`src/rtl/e131dmx_pkg.sv`:
```
// shared types, constants and the acn identifier table for the sacn packet parser
// no dependencies; used by every rtl file of the block
`timescale 1ns / 1ps

package e131dmx_pkg;

    localparam int MAX_SLOTS        = 512;
    localparam int MAX_PACKET_BYTES = 638;

    localparam int POS_W       = 10;
    localparam int UNI_W       = 16;
    localparam int IDX_W       = 9;
    localparam int CNT_W       = 10;
    localparam int OUT_TDATA_W = 56;
    localparam int CFG_IDX_W   = 1;
    localparam int FIFO_DEPTH  = 4;
    localparam int FIFO_PTR_W  = 2;
    localparam int FIFO_CNT_W  = 3;

    localparam logic [CFG_IDX_W-1:0] CFG_UNIVERSE_FIRST = 1'b0;
    localparam logic [CFG_IDX_W-1:0] CFG_UNIVERSE_COUNT = 1'b1;

    localparam logic [31:0] ROOT_DATA  = 32'h0000_0004;
    localparam logic [31:0] ROOT_SYNC  = 32'h0000_0008;
    localparam logic [31:0] FRAME_DATA = 32'h0000_0002;
    localparam logic [31:0] FRAME_SYNC = 32'h0000_0001;
    localparam logic [7:0]  DMP_VECTOR = 8'h02;
    localparam logic [7:0]  PREVIEW_BIT = 8'h80;

    localparam logic [POS_W-1:0] POS_IDENT_FIRST = 10'd4;
    localparam logic [POS_W-1:0] POS_IDENT_LAST  = 10'd15;
    localparam logic [POS_W-1:0] POS_ROOT_FIRST  = 10'd18;
    localparam logic [POS_W-1:0] POS_ROOT_LAST   = 10'd21;
    localparam logic [POS_W-1:0] POS_FRAME_FIRST = 10'd40;
    localparam logic [POS_W-1:0] POS_FRAME_LAST  = 10'd43;
    localparam logic [POS_W-1:0] POS_SYNC_UNI_HI = 10'd45;
    localparam logic [POS_W-1:0] POS_SYNC_UNI_LO = 10'd46;
    localparam logic [POS_W-1:0] POS_SEQUENCE    = 10'd111;
    localparam logic [POS_W-1:0] POS_OPTIONS     = 10'd112;
    localparam logic [POS_W-1:0] POS_UNI_HI      = 10'd113;
    localparam logic [POS_W-1:0] POS_UNI_LO      = 10'd114;
    localparam logic [POS_W-1:0] POS_DMP_VECTOR  = 10'd117;
    localparam logic [POS_W-1:0] POS_PROP_HI     = 10'd123;
    localparam logic [POS_W-1:0] POS_PROP_LO     = 10'd124;
    localparam logic [POS_W-1:0] POS_VALUES_AT   = 10'd125;
    localparam logic [POS_W-1:0] POS_SLOTS_AT    = 10'd126;
    localparam logic [POS_W-1:0] MIN_SYNC_LEN    = 10'd49;
    localparam logic [POS_W-1:0] MIN_DATA_LEN    = 10'd126;

    typedef enum logic [1:0] {
        KIND_SLOT = 2'd0,
        KIND_DONE = 2'd1,
        KIND_SYNC = 2'd2
    } kind_t;

    typedef struct packed {
        kind_t             kind;
        logic [UNI_W-1:0]  universe;
        logic [IDX_W-1:0]  slot_index;
        logic [7:0]        slot_value;
        logic [7:0]        sequence_res;
        logic [CNT_W-1:0]  slot_count;
        logic              run_last;
    } res_t;

    // up to two results per byte; v1 is only set together with v0
    typedef struct packed {
        logic v0;
        res_t r0;
        logic v1;
        res_t r1;
    } res_pair_t;

    // "ASC-E1.17" followed by three nul bytes
    function automatic logic [7:0] acn_ident_byte(input logic [3:0] i);
        logic [7:0] c;
        unique case (i)
            4'd0:    c = 8'h41;
            4'd1:    c = 8'h53;
            4'd2:    c = 8'h43;
            4'd3:    c = 8'h2D;
            4'd4:    c = 8'h45;
            4'd5:    c = 8'h31;
            4'd6:    c = 8'h2E;
            4'd7:    c = 8'h31;
            4'd8:    c = 8'h37;
            default: c = 8'h00;
        endcase
        return c;
    endfunction

endpackage

```
`src/rtl/e131_dmx_packet_parser_unit.sv`:
```
// top level of the sacn packet parser: input register, config registers, parser, result queue
// depends on e131dmx_pkg, e131dmx_parser and e131dmx_res_fifo
//
// channel   direction  handshake                     payload
// s_axis    in         s_axis_tvalid/s_axis_tready   tdata payload_byte, tlast end_of_packet
// m_axis    out        m_axis_tvalid/m_axis_tready   tdata result fields, tuser kind, tlast run_last
// cfg       in         cfg_valid/cfg_ready           cfg_index register, cfg_data value
//
// one byte a cycle sustained while the result queue has room; a result passes the input register,
// then goes from the parser into the result queue
// an end byte may give two results, which the four-entry queue absorbs while bytes keep coming
// stalls on m_axis back up into s_axis once fewer than two queue entries are free
// reset is synchronous and active low; cfg_ready is always high
`timescale 1ns / 1ps

module e131_dmx_packet_parser_unit (
    input  logic                                aclk,
    input  logic                                aresetn,
    input  logic                                s_axis_tvalid,
    output logic                                s_axis_tready,
    input  logic [7:0]                          s_axis_tdata,  // payload_byte
    input  logic                                s_axis_tlast,  // end_of_packet
    output logic                                m_axis_tvalid,
    input  logic                                m_axis_tready,
    // universe, slot_index, slot_value, sequence_res, slot_count, zero fill
    output logic [e131dmx_pkg::OUT_TDATA_W-1:0] m_axis_tdata,
    output logic [1:0]                          m_axis_tuser,  // kind
    output logic                                m_axis_tlast,  // run_last
    input  logic                                cfg_valid,
    output logic                                cfg_ready,
    input  logic [e131dmx_pkg::CFG_IDX_W-1:0]   cfg_index,
    input  logic [e131dmx_pkg::UNI_W-1:0]       cfg_data
);
    import e131dmx_pkg::*;

    logic             in_v_reg;
    logic [7:0]       in_byte_reg;
    logic             in_last_reg;
    logic [UNI_W-1:0] universe_first_reg;
    logic [UNI_W-1:0] universe_count_reg;
    logic             room;
    logic             advance;
    res_pair_t        res_pair;
    res_pair_t        push;
    res_t             head;

    assign cfg_ready     = 1'b1;
    assign advance       = in_v_reg && room;
    assign s_axis_tready = !in_v_reg || room;

    always_ff @(posedge aclk) begin
        if (!aresetn) begin
            universe_first_reg <= 16'd1;
            universe_count_reg <= 16'd1;
        end else if (cfg_valid) begin
            unique case (cfg_index)
                CFG_UNIVERSE_FIRST: universe_first_reg <= cfg_data;
                CFG_UNIVERSE_COUNT: universe_count_reg <= cfg_data;
                default: ;
            endcase
        end
    end

    always_ff @(posedge aclk) begin
        if (!aresetn) begin
            in_v_reg <= 1'b0;
        end else if (s_axis_tready) begin
            in_v_reg <= s_axis_tvalid;
        end
    end

    always_ff @(posedge aclk) begin
        if (s_axis_tvalid && s_axis_tready) begin
            in_byte_reg <= s_axis_tdata;
            in_last_reg <= s_axis_tlast;
        end
    end

    e131dmx_parser u_parser (
        .aclk           (aclk),
        .aresetn        (aresetn),
        .advance        (advance),
        .byte_in        (in_byte_reg),
        .last_in        (in_last_reg),
        .universe_first (universe_first_reg),
        .universe_count (universe_count_reg),
        .res_out        (res_pair)
    );

    always_comb begin
        push    = res_pair;
        push.v0 = res_pair.v0 && advance;
        push.v1 = res_pair.v1 && advance;
    end

    e131dmx_res_fifo u_fifo (
        .aclk      (aclk),
        .aresetn   (aresetn),
        .push      (push),
        .room      (room),
        .out_valid (m_axis_tvalid),
        .out_ready (m_axis_tready),
        .out_res   (head)
    );

    assign m_axis_tdata = {5'b0, head.slot_count, head.sequence_res, head.slot_value,
                           head.slot_index, head.universe};
    assign m_axis_tuser = head.kind;
    assign m_axis_tlast = head.run_last;

endmodule

```
`src/rtl/e131dmx_parser.sv`:
```
// packet header checks, per-packet state and result generation for one byte a cycle while advance is high
// depends on e131dmx_pkg
`timescale 1ns / 1ps

module e131dmx_parser (
    input  logic                          aclk,
    input  logic                          aresetn,
    input  logic                          advance,
    input  logic [7:0]                    byte_in,
    input  logic                          last_in,
    input  logic [e131dmx_pkg::UNI_W-1:0] universe_first,
    input  logic [e131dmx_pkg::UNI_W-1:0] universe_count,
    output e131dmx_pkg::res_pair_t        res_out
);
    import e131dmx_pkg::*;

    logic [POS_W-1:0] pos_reg, pos_next;
    logic             good_reg, good_next;
    logic [31:0]      root_reg, root_next;
    logic [31:0]      frame_reg, frame_next;
    logic [UNI_W-1:0] uni_reg, uni_next;
    logic [15:0]      prop_reg, prop_next;
    logic [7:0]       seq_reg, seq_next;
    logic [CNT_W-1:0] sent_reg, sent_next;

    logic [POS_W-1:0] slot_idx;
    logic [3:0]       ident_idx;
    logic [UNI_W:0]   window_top;
    logic             slot_hit;
    logic             end_hit;
    logic             end_sync;
    logic [UNI_W-1:0] end_uni;
    logic [7:0]       end_seq;
    logic [CNT_W-1:0] end_cnt;
    res_t             slot_res;
    res_t             end_res;

    always_comb begin
        pos_next   = pos_reg;
        good_next  = good_reg;
        root_next  = root_reg;
        frame_next = frame_reg;
        uni_next   = uni_reg;
        prop_next  = prop_reg;
        seq_next   = seq_reg;
        sent_next  = sent_reg;
        slot_hit   = 1'b0;
        end_hit    = 1'b0;
        slot_idx   = pos_reg - POS_SLOTS_AT;
        ident_idx  = 4'(pos_reg - POS_IDENT_FIRST);
        window_top = {1'b0, universe_first} + {1'b0, universe_count};

        if (advance && (pos_reg < POS_W'(MAX_PACKET_BYTES))) begin
            pos_next = pos_reg + 1'b1;
            if (pos_reg >= POS_IDENT_FIRST && pos_reg <= POS_IDENT_LAST) begin
                if (byte_in != acn_ident_byte(ident_idx)) good_next = 1'b0;
            end else if (pos_reg >= POS_ROOT_FIRST && pos_reg <= POS_ROOT_LAST) begin
                root_next = {root_reg[23:0], byte_in};
                if (pos_reg == POS_ROOT_LAST && root_next != ROOT_DATA
                        && root_next != ROOT_SYNC) good_next = 1'b0;
            end else if (pos_reg >= POS_FRAME_FIRST && pos_reg <= POS_FRAME_LAST) begin
                frame_next = {frame_reg[23:0], byte_in};
                if (pos_reg == POS_FRAME_LAST
                        && frame_next != ((root_reg == ROOT_SYNC) ? FRAME_SYNC : FRAME_DATA))
                    good_next = 1'b0;
            end

            if (root_next == ROOT_SYNC) begin
                if (pos_reg == POS_SYNC_UNI_HI || pos_reg == POS_SYNC_UNI_LO)
                    uni_next = {uni_reg[7:0], byte_in};
            end else if (root_next == ROOT_DATA) begin
                if (pos_reg == POS_SEQUENCE) begin
                    seq_next = byte_in;
                end else if (pos_reg == POS_OPTIONS) begin
                    if ((byte_in & PREVIEW_BIT) != 8'h00) good_next = 1'b0;
                end else if (pos_reg == POS_UNI_HI || pos_reg == POS_UNI_LO) begin
                    uni_next = {uni_reg[7:0], byte_in};
                    // window computed one bit wider so it never wraps
                    if (pos_reg == POS_UNI_LO
                            && ({1'b0, uni_next} < {1'b0, universe_first}
                                || {1'b0, uni_next} >= window_top))
                        good_next = 1'b0;
                end else if (pos_reg == POS_DMP_VECTOR) begin
                    if (byte_in != DMP_VECTOR) good_next = 1'b0;
                end else if (pos_reg == POS_PROP_HI || pos_reg == POS_PROP_LO) begin
                    prop_next = {prop_reg[7:0], byte_in};
                    if (pos_reg == POS_PROP_LO && prop_next < 16'd2) good_next = 1'b0;
                end else if (pos_reg == POS_VALUES_AT) begin
                    if (byte_in != 8'h00) good_next = 1'b0;
                end else if (pos_reg >= POS_SLOTS_AT && good_reg) begin
                    if ((16'(slot_idx) + 16'd1 < prop_reg)
                            && ({1'b0, slot_idx} < (POS_W+1)'(MAX_SLOTS))) begin
                        slot_hit  = 1'b1;
                        sent_next = sent_reg + 1'b1;
                    end
                end
            end
        end

        // values this byte leaves behind, taken before the end byte clears them
        end_sync = (root_next == ROOT_SYNC);
        end_uni  = uni_next;
        end_seq  = seq_next;
        end_cnt  = sent_next;

        if (advance && last_in) begin
            if (good_next && root_next == ROOT_SYNC && pos_next >= MIN_SYNC_LEN)
                end_hit = 1'b1;
            if (good_next && root_next == ROOT_DATA && pos_next >= MIN_DATA_LEN
                    && sent_next != '0)
                end_hit = 1'b1;
            pos_next   = '0;
            good_next  = 1'b1;
            root_next  = '0;
            frame_next = '0;
            uni_next   = '0;
            prop_next  = '0;
            seq_next   = '0;
            sent_next  = '0;
        end
    end

    always_comb begin
        slot_res.kind         = KIND_SLOT;
        slot_res.universe     = uni_reg;
        slot_res.slot_index   = slot_idx[IDX_W-1:0];
        slot_res.slot_value   = byte_in;
        slot_res.sequence_res = seq_reg;
        slot_res.slot_count   = '0;
        slot_res.run_last     = !end_hit;

        end_res.run_last   = 1'b1;
        end_res.slot_index = '0;
        end_res.slot_value = '0;
        end_res.universe   = end_uni;
        if (end_sync) begin
            end_res.kind         = KIND_SYNC;
            end_res.sequence_res = '0;
            end_res.slot_count   = '0;
        end else begin
            end_res.kind         = KIND_DONE;
            end_res.sequence_res = end_seq;
            end_res.slot_count   = end_cnt;
        end

        res_out.v0 = slot_hit || end_hit;
        res_out.r0 = slot_hit ? slot_res : end_res;
        res_out.v1 = slot_hit && end_hit;
        res_out.r1 = end_res;
    end

    always_ff @(posedge aclk) begin
        if (!aresetn) begin
            pos_reg   <= '0;
            good_reg  <= 1'b1;
            root_reg  <= '0;
            frame_reg <= '0;
            uni_reg   <= '0;
            prop_reg  <= '0;
            seq_reg   <= '0;
            sent_reg  <= '0;
        end else begin
            pos_reg   <= pos_next;
            good_reg  <= good_next;
            root_reg  <= root_next;
            frame_reg <= frame_next;
            uni_reg   <= uni_next;
            prop_reg  <= prop_next;
            seq_reg   <= seq_next;
            sent_reg  <= sent_next;
        end
    end

endmodule

```
`src/rtl/e131dmx_res_fifo.sv`:
```
// small result queue: up to two pushes and one pop per cycle
// depends on e131dmx_pkg
`timescale 1ns / 1ps

module e131dmx_res_fifo (
    input  logic                   aclk,
    input  logic                   aresetn,
    input  e131dmx_pkg::res_pair_t push,
    output logic                   room,
    output logic                   out_valid,
    input  logic                   out_ready,
    output e131dmx_pkg::res_t      out_res
);
    import e131dmx_pkg::*;

    res_t                  mem_reg [FIFO_DEPTH];
    logic [FIFO_PTR_W-1:0] wr_ptr_reg, wr_ptr_next;
    logic [FIFO_PTR_W-1:0] rd_ptr_reg, rd_ptr_next;
    logic [FIFO_CNT_W-1:0] count_reg, count_next;
    logic [FIFO_PTR_W-1:0] wr_ptr_plus1;
    logic [1:0]            push_n;
    logic                  pop;

    // room for a full pair of results
    assign room         = count_reg <= FIFO_CNT_W'(FIFO_DEPTH - 2);
    assign out_valid    = count_reg != '0;
    assign out_res      = mem_reg[rd_ptr_reg];
    assign pop          = out_valid && out_ready;
    assign wr_ptr_plus1 = wr_ptr_reg + 1'b1;
    assign push_n       = {1'b0, push.v0} + {1'b0, push.v1};

    always_comb begin
        wr_ptr_next = wr_ptr_reg + FIFO_PTR_W'(push_n);
        rd_ptr_next = pop ? rd_ptr_reg + 1'b1 : rd_ptr_reg;
        count_next  = count_reg + FIFO_CNT_W'(push_n) - FIFO_CNT_W'(pop);
    end

    always_ff @(posedge aclk) begin
        if (push.v0) mem_reg[wr_ptr_reg] <= push.r0;
        if (push.v1) mem_reg[wr_ptr_plus1] <= push.r1;
    end

    always_ff @(posedge aclk) begin
        if (!aresetn) begin
            wr_ptr_reg <= '0;
            rd_ptr_reg <= '0;
            count_reg  <= '0;
        end else begin
            wr_ptr_reg <= wr_ptr_next;
            rd_ptr_reg <= rd_ptr_next;
            count_reg  <= count_next;
        end
    end

endmodule

```
`config.mk`:
```
export PLATFORM = sky130hd
export DESIGN_NAME = e131_dmx_packet_parser_unit
export DESIGN_NICKNAME = d
export VERILOG_FILES = /design/src/rtl/e131dmx_pkg.sv /design/src/rtl/e131_dmx_packet_parser_unit.sv /design/src/rtl/e131dmx_parser.sv /design/src/rtl/e131dmx_res_fifo.sv
export SDC_FILE = /design/constraint.sdc
export NUM_CORES = 1
export LEC_CHECK = 0
export BUFFER_PORTS_ARGS = -buffer_cell sky130_fd_sc_hd__buf_2
export CELL_PAD_IN_SITES_DETAIL_PLACEMENT = 1
export CELL_PAD_IN_SITES_GLOBAL_PLACEMENT = 1
export CORE_UTILIZATION = 42
export DETAILED_ROUTE_END_ITERATION = 12
export HOLD_SLACK_MARGIN = 0.03
export PLACE_DENSITY_LB_ADDON = 0.1
export SYNTH_ARGS = -nofsm -noshare
export SYNTH_HDL_FRONTEND = slang
export SYNTH_SLANG_ARGS = --single-unit
```
`constraint.sdc`:
```
create_clock -name aclk -period 10.35 [get_ports aclk]
set_input_delay 2.07 -clock aclk [delete_from_list [all_inputs] [get_ports aclk]]
set_output_delay 2.07 -clock aclk [all_outputs]
set_load 0.01 [all_outputs]
```
==> key figures <==
Place
  – Post-Place Cells: 2431
  – Number of buffers added on ports: 86
  – GPL Wtd Cong: 0.8482
  – Dpl ws: 2377 ps
  – Post-DP HPWL: 35780 um

Die
  – Die Ht: 212.7 um
  – Die Width: 212.7 um
  – I/O Pins: 93
  – Core area: 43460 um^2
  – Die area: 45230 um^2
  – Starting Density: 42.90%
  – Row count: 76

GRT
  – Initial antenna violation count: 0
  – Vias in the first global route: 14750
  – GRT overflow: 0
  – Largest net degree at the start of global routing: 86
  – Total Routing Usage GR: 23.80%
  – First-pass GRT wire length: 83290 um

Synthesis
  – Netlist Area Pre-Place: 18640 um^2
  – Synth Flop Type: dfxtp_1
  – Cells after Synth: 1845
  – Post-synth ARST share: 0%
  – Post-synth EDFFs: 153
  – Seq/Total Area, Yosys: 49.45%
  – Synthesis-stage register bit count: 384
  – Synth Area per Inst: 10.10 um^2
  – Yosys warns: 0
  – Post-synth cell types: 78

CTS
  – CTS H-tree lvls: 2
  – Post-CTS sizing: 0
  – CTS Buf Count: 43
  – Post-CTS Setup Bufs: 0
  – Max Root-Sink Buffers: 3
  – Clk sinks: 384
  – CTS tree: done
  – # hold bufs at CTS: 0
  – Clk root buf: clkbuf_16
  – Skew-Pair Late Insertion Delay: 590 ps
  – Worst-path clk slew: 60 ps

Setup path
  – Setup CP Type: reg2reg
  – Critical Path RT: 10600 ps
  – Crit-path leading delay family: compound AO/OA/AOI/OAI gates
  – CP startpoint kind: flip-flop
  – Data arrival, critical path: 8230 ps
  – Critical path's largest stage delay: 730 ps
  – Buffers and inverters on the worst path: 3
  – Slowest-stage cell, CP: dfxtp_1
  – Crit-path cells: ha_1 -> xor2_1 -> or3b_2 -> or3_1 -> nor3_1 -> xnor2_1 -> ha_1 -> a21o_1 -> a21oi_1 -> nor2_1 -> o311a_1 -> nor4_4 -> nor3_1 -> a2bb2oi_1 -> a211o_1 -> a21oi_2 -> o211ai_4 -> buf_4 -> inv_1 -> buf_4
  – Worst-path maximum fanout: 43
  – CP endpoint kind: flip-flop

Finish
  – Area added between synthesis and finish: 12.64%
  – Nets: 2001
  – Max reg flops: 216
  – Layout cell share with drive strength beyond 1: 13.98%
  – FILL cells: 4835
  – Most common cell after layout, fill and taps aside: nor2_1
  – Most frequent cells in the layout: nor2_1 (273), nand2_1 (252), dfxtp_1 (229)
  – Final std cells w/o fill: 2509
  – # diodes: 0

Timing
  – Max Fclk: 125.4 MHz
  – Slew margin rel.: 13.04%
  – Fin crit share: 77.05%
  – Pins over their slew limit: 0
  – Slew @ Worst Pin: 1300 ps
  – Final Setup Violations: 0
  – Fin crit period: 7975 ps
  – Final WS setup: 2375 ps
  – Final Hold Viols: 0
  – Clk_skew: 14.56 ps
  – Setup TNS: 0 ps
  – RSZ-0062 raised after global routing: false

Power and ir drop
  – Cell Pwr Density: 169.9 nW/um^2
  – Leakage power: 7.145 nW
  – VDD IR max: 0.0001176 V
  – Total power: 3.569 mW

Drt
  – Vias per cell: 5.552
  – Vias: 13930
  – DR pass1 iterations: 5
  – Final ANT Viol Nets: 0
  – Remaining DRCs: 0
  – Initial DRC Count: 641
  – Final wirelength: 52250 um
  – Routed len/inst: 20.83 um

Run
  – Max-cap violation count: 0

Run status
  – Run status: complete, no violations

Min path
  – HP Class: reg2reg
## layout make-up
class / count / area, um^2 / share of cell area, %
Sequential cell: 384 / 9224 / 43.93
Multi-Input combinational cell: 1295 / 8745 / 41.64
Clock buffer: 62 / 1259 / 5.994
Tap cell: 585 / 732.0 / 3.486
Timing Repair Buffer: 111 / 618.1 / 2.943
Clock inverter: 16 / 211.5 / 1.007
Inverter: 56 / 210.2 / 1.001
## through the flow
| step | instance area, um^2 | hold slack (ps) | utilization, % |
|---|---|---|---|
| after floorplan | 18660 | 427.1 | - |
| after global placement | 19530 | 440.0 | 44.94 |
| after detailed placement | 19530 | 448.2 | 44.94 |
| after CTS | 21000 | 453.9 | 48.32 |
| after global routing | 21000 | 468.7 | 48.32 |
| final | 21000 | 452.4 | 48.32 |
## metal layers
| layer | up-vias | track usage [%] | part of all wire [%] |
|---|---|---|---|
| met5 | - | 0 | 0 |
| met2 | 199 | 40.17 | 48 |
| met3 | 83 | 2.736 | 2.8 |
| li1 | 6623 | - | - |
| met4 | 0 | 7.591 | 2.6 |
| met1 | 7025 | 31.84 | 46 |
## tightest hold or removal path, cell delays in order, from the launching register on
cell     delay, ps
dfxtp_1        310
nand2_1         50
a21oi_1         50
## worst paths after layout
kind	from	end	slack (ps)	cells after the start
worst max register to register	u_parser.pos_reg[2]	u_fifo.mem_reg[1][5]	2370	20
worst min-delay path	u_parser.frame_reg[22]	u_parser.frame_reg[22]	450	2
worst min register to register	u_parser.frame_reg[22]	u_parser.frame_reg[22]	450	2
worst max-delay path	u_parser.pos_reg[2]	u_fifo.mem_reg[1][5]	2370	20
## cell families (layout without fill, tap and decap cells)
kind of cell	count (synthesis)	after routing	share of synthesized area, %
buf+inv	170	245	3.886
fa+ha+maj	79	79	5.383
other cells	2	6	0.04028
compound gates	300	300	10.97
xor+xnor	59	59	2.772
flops	384	384	49.45
mux	113	113	9.711
simple gates	738	738	17.79
## power by group
group	switching (mW)	leakage, nW	internal, mW
Combinational	0.203	3.47	0.142
Sequential	0.0463	2.95	1.59
Clock	0.643	0.729	0.950
## synthesized netlist by cell type, types with 34 or more instances
cell type	instances	area, um^2
xnor2_1	34	297.8
nor2_1	273	1025
clkbuf_1	77	289.0
mux4_2	54	1216
a21oi_1	118	590.6
a21boi_0	34	255.2
ha_1	77	963.4
nand3_1	38	190.2
nand2_1	253	949.7
edfxtp_1	153	4594
inv_1	55	206.5
dfxtp_1	231	4624
mux2i_1	56	560.5
Note: power is estimated with default switching activity, not from simulation.
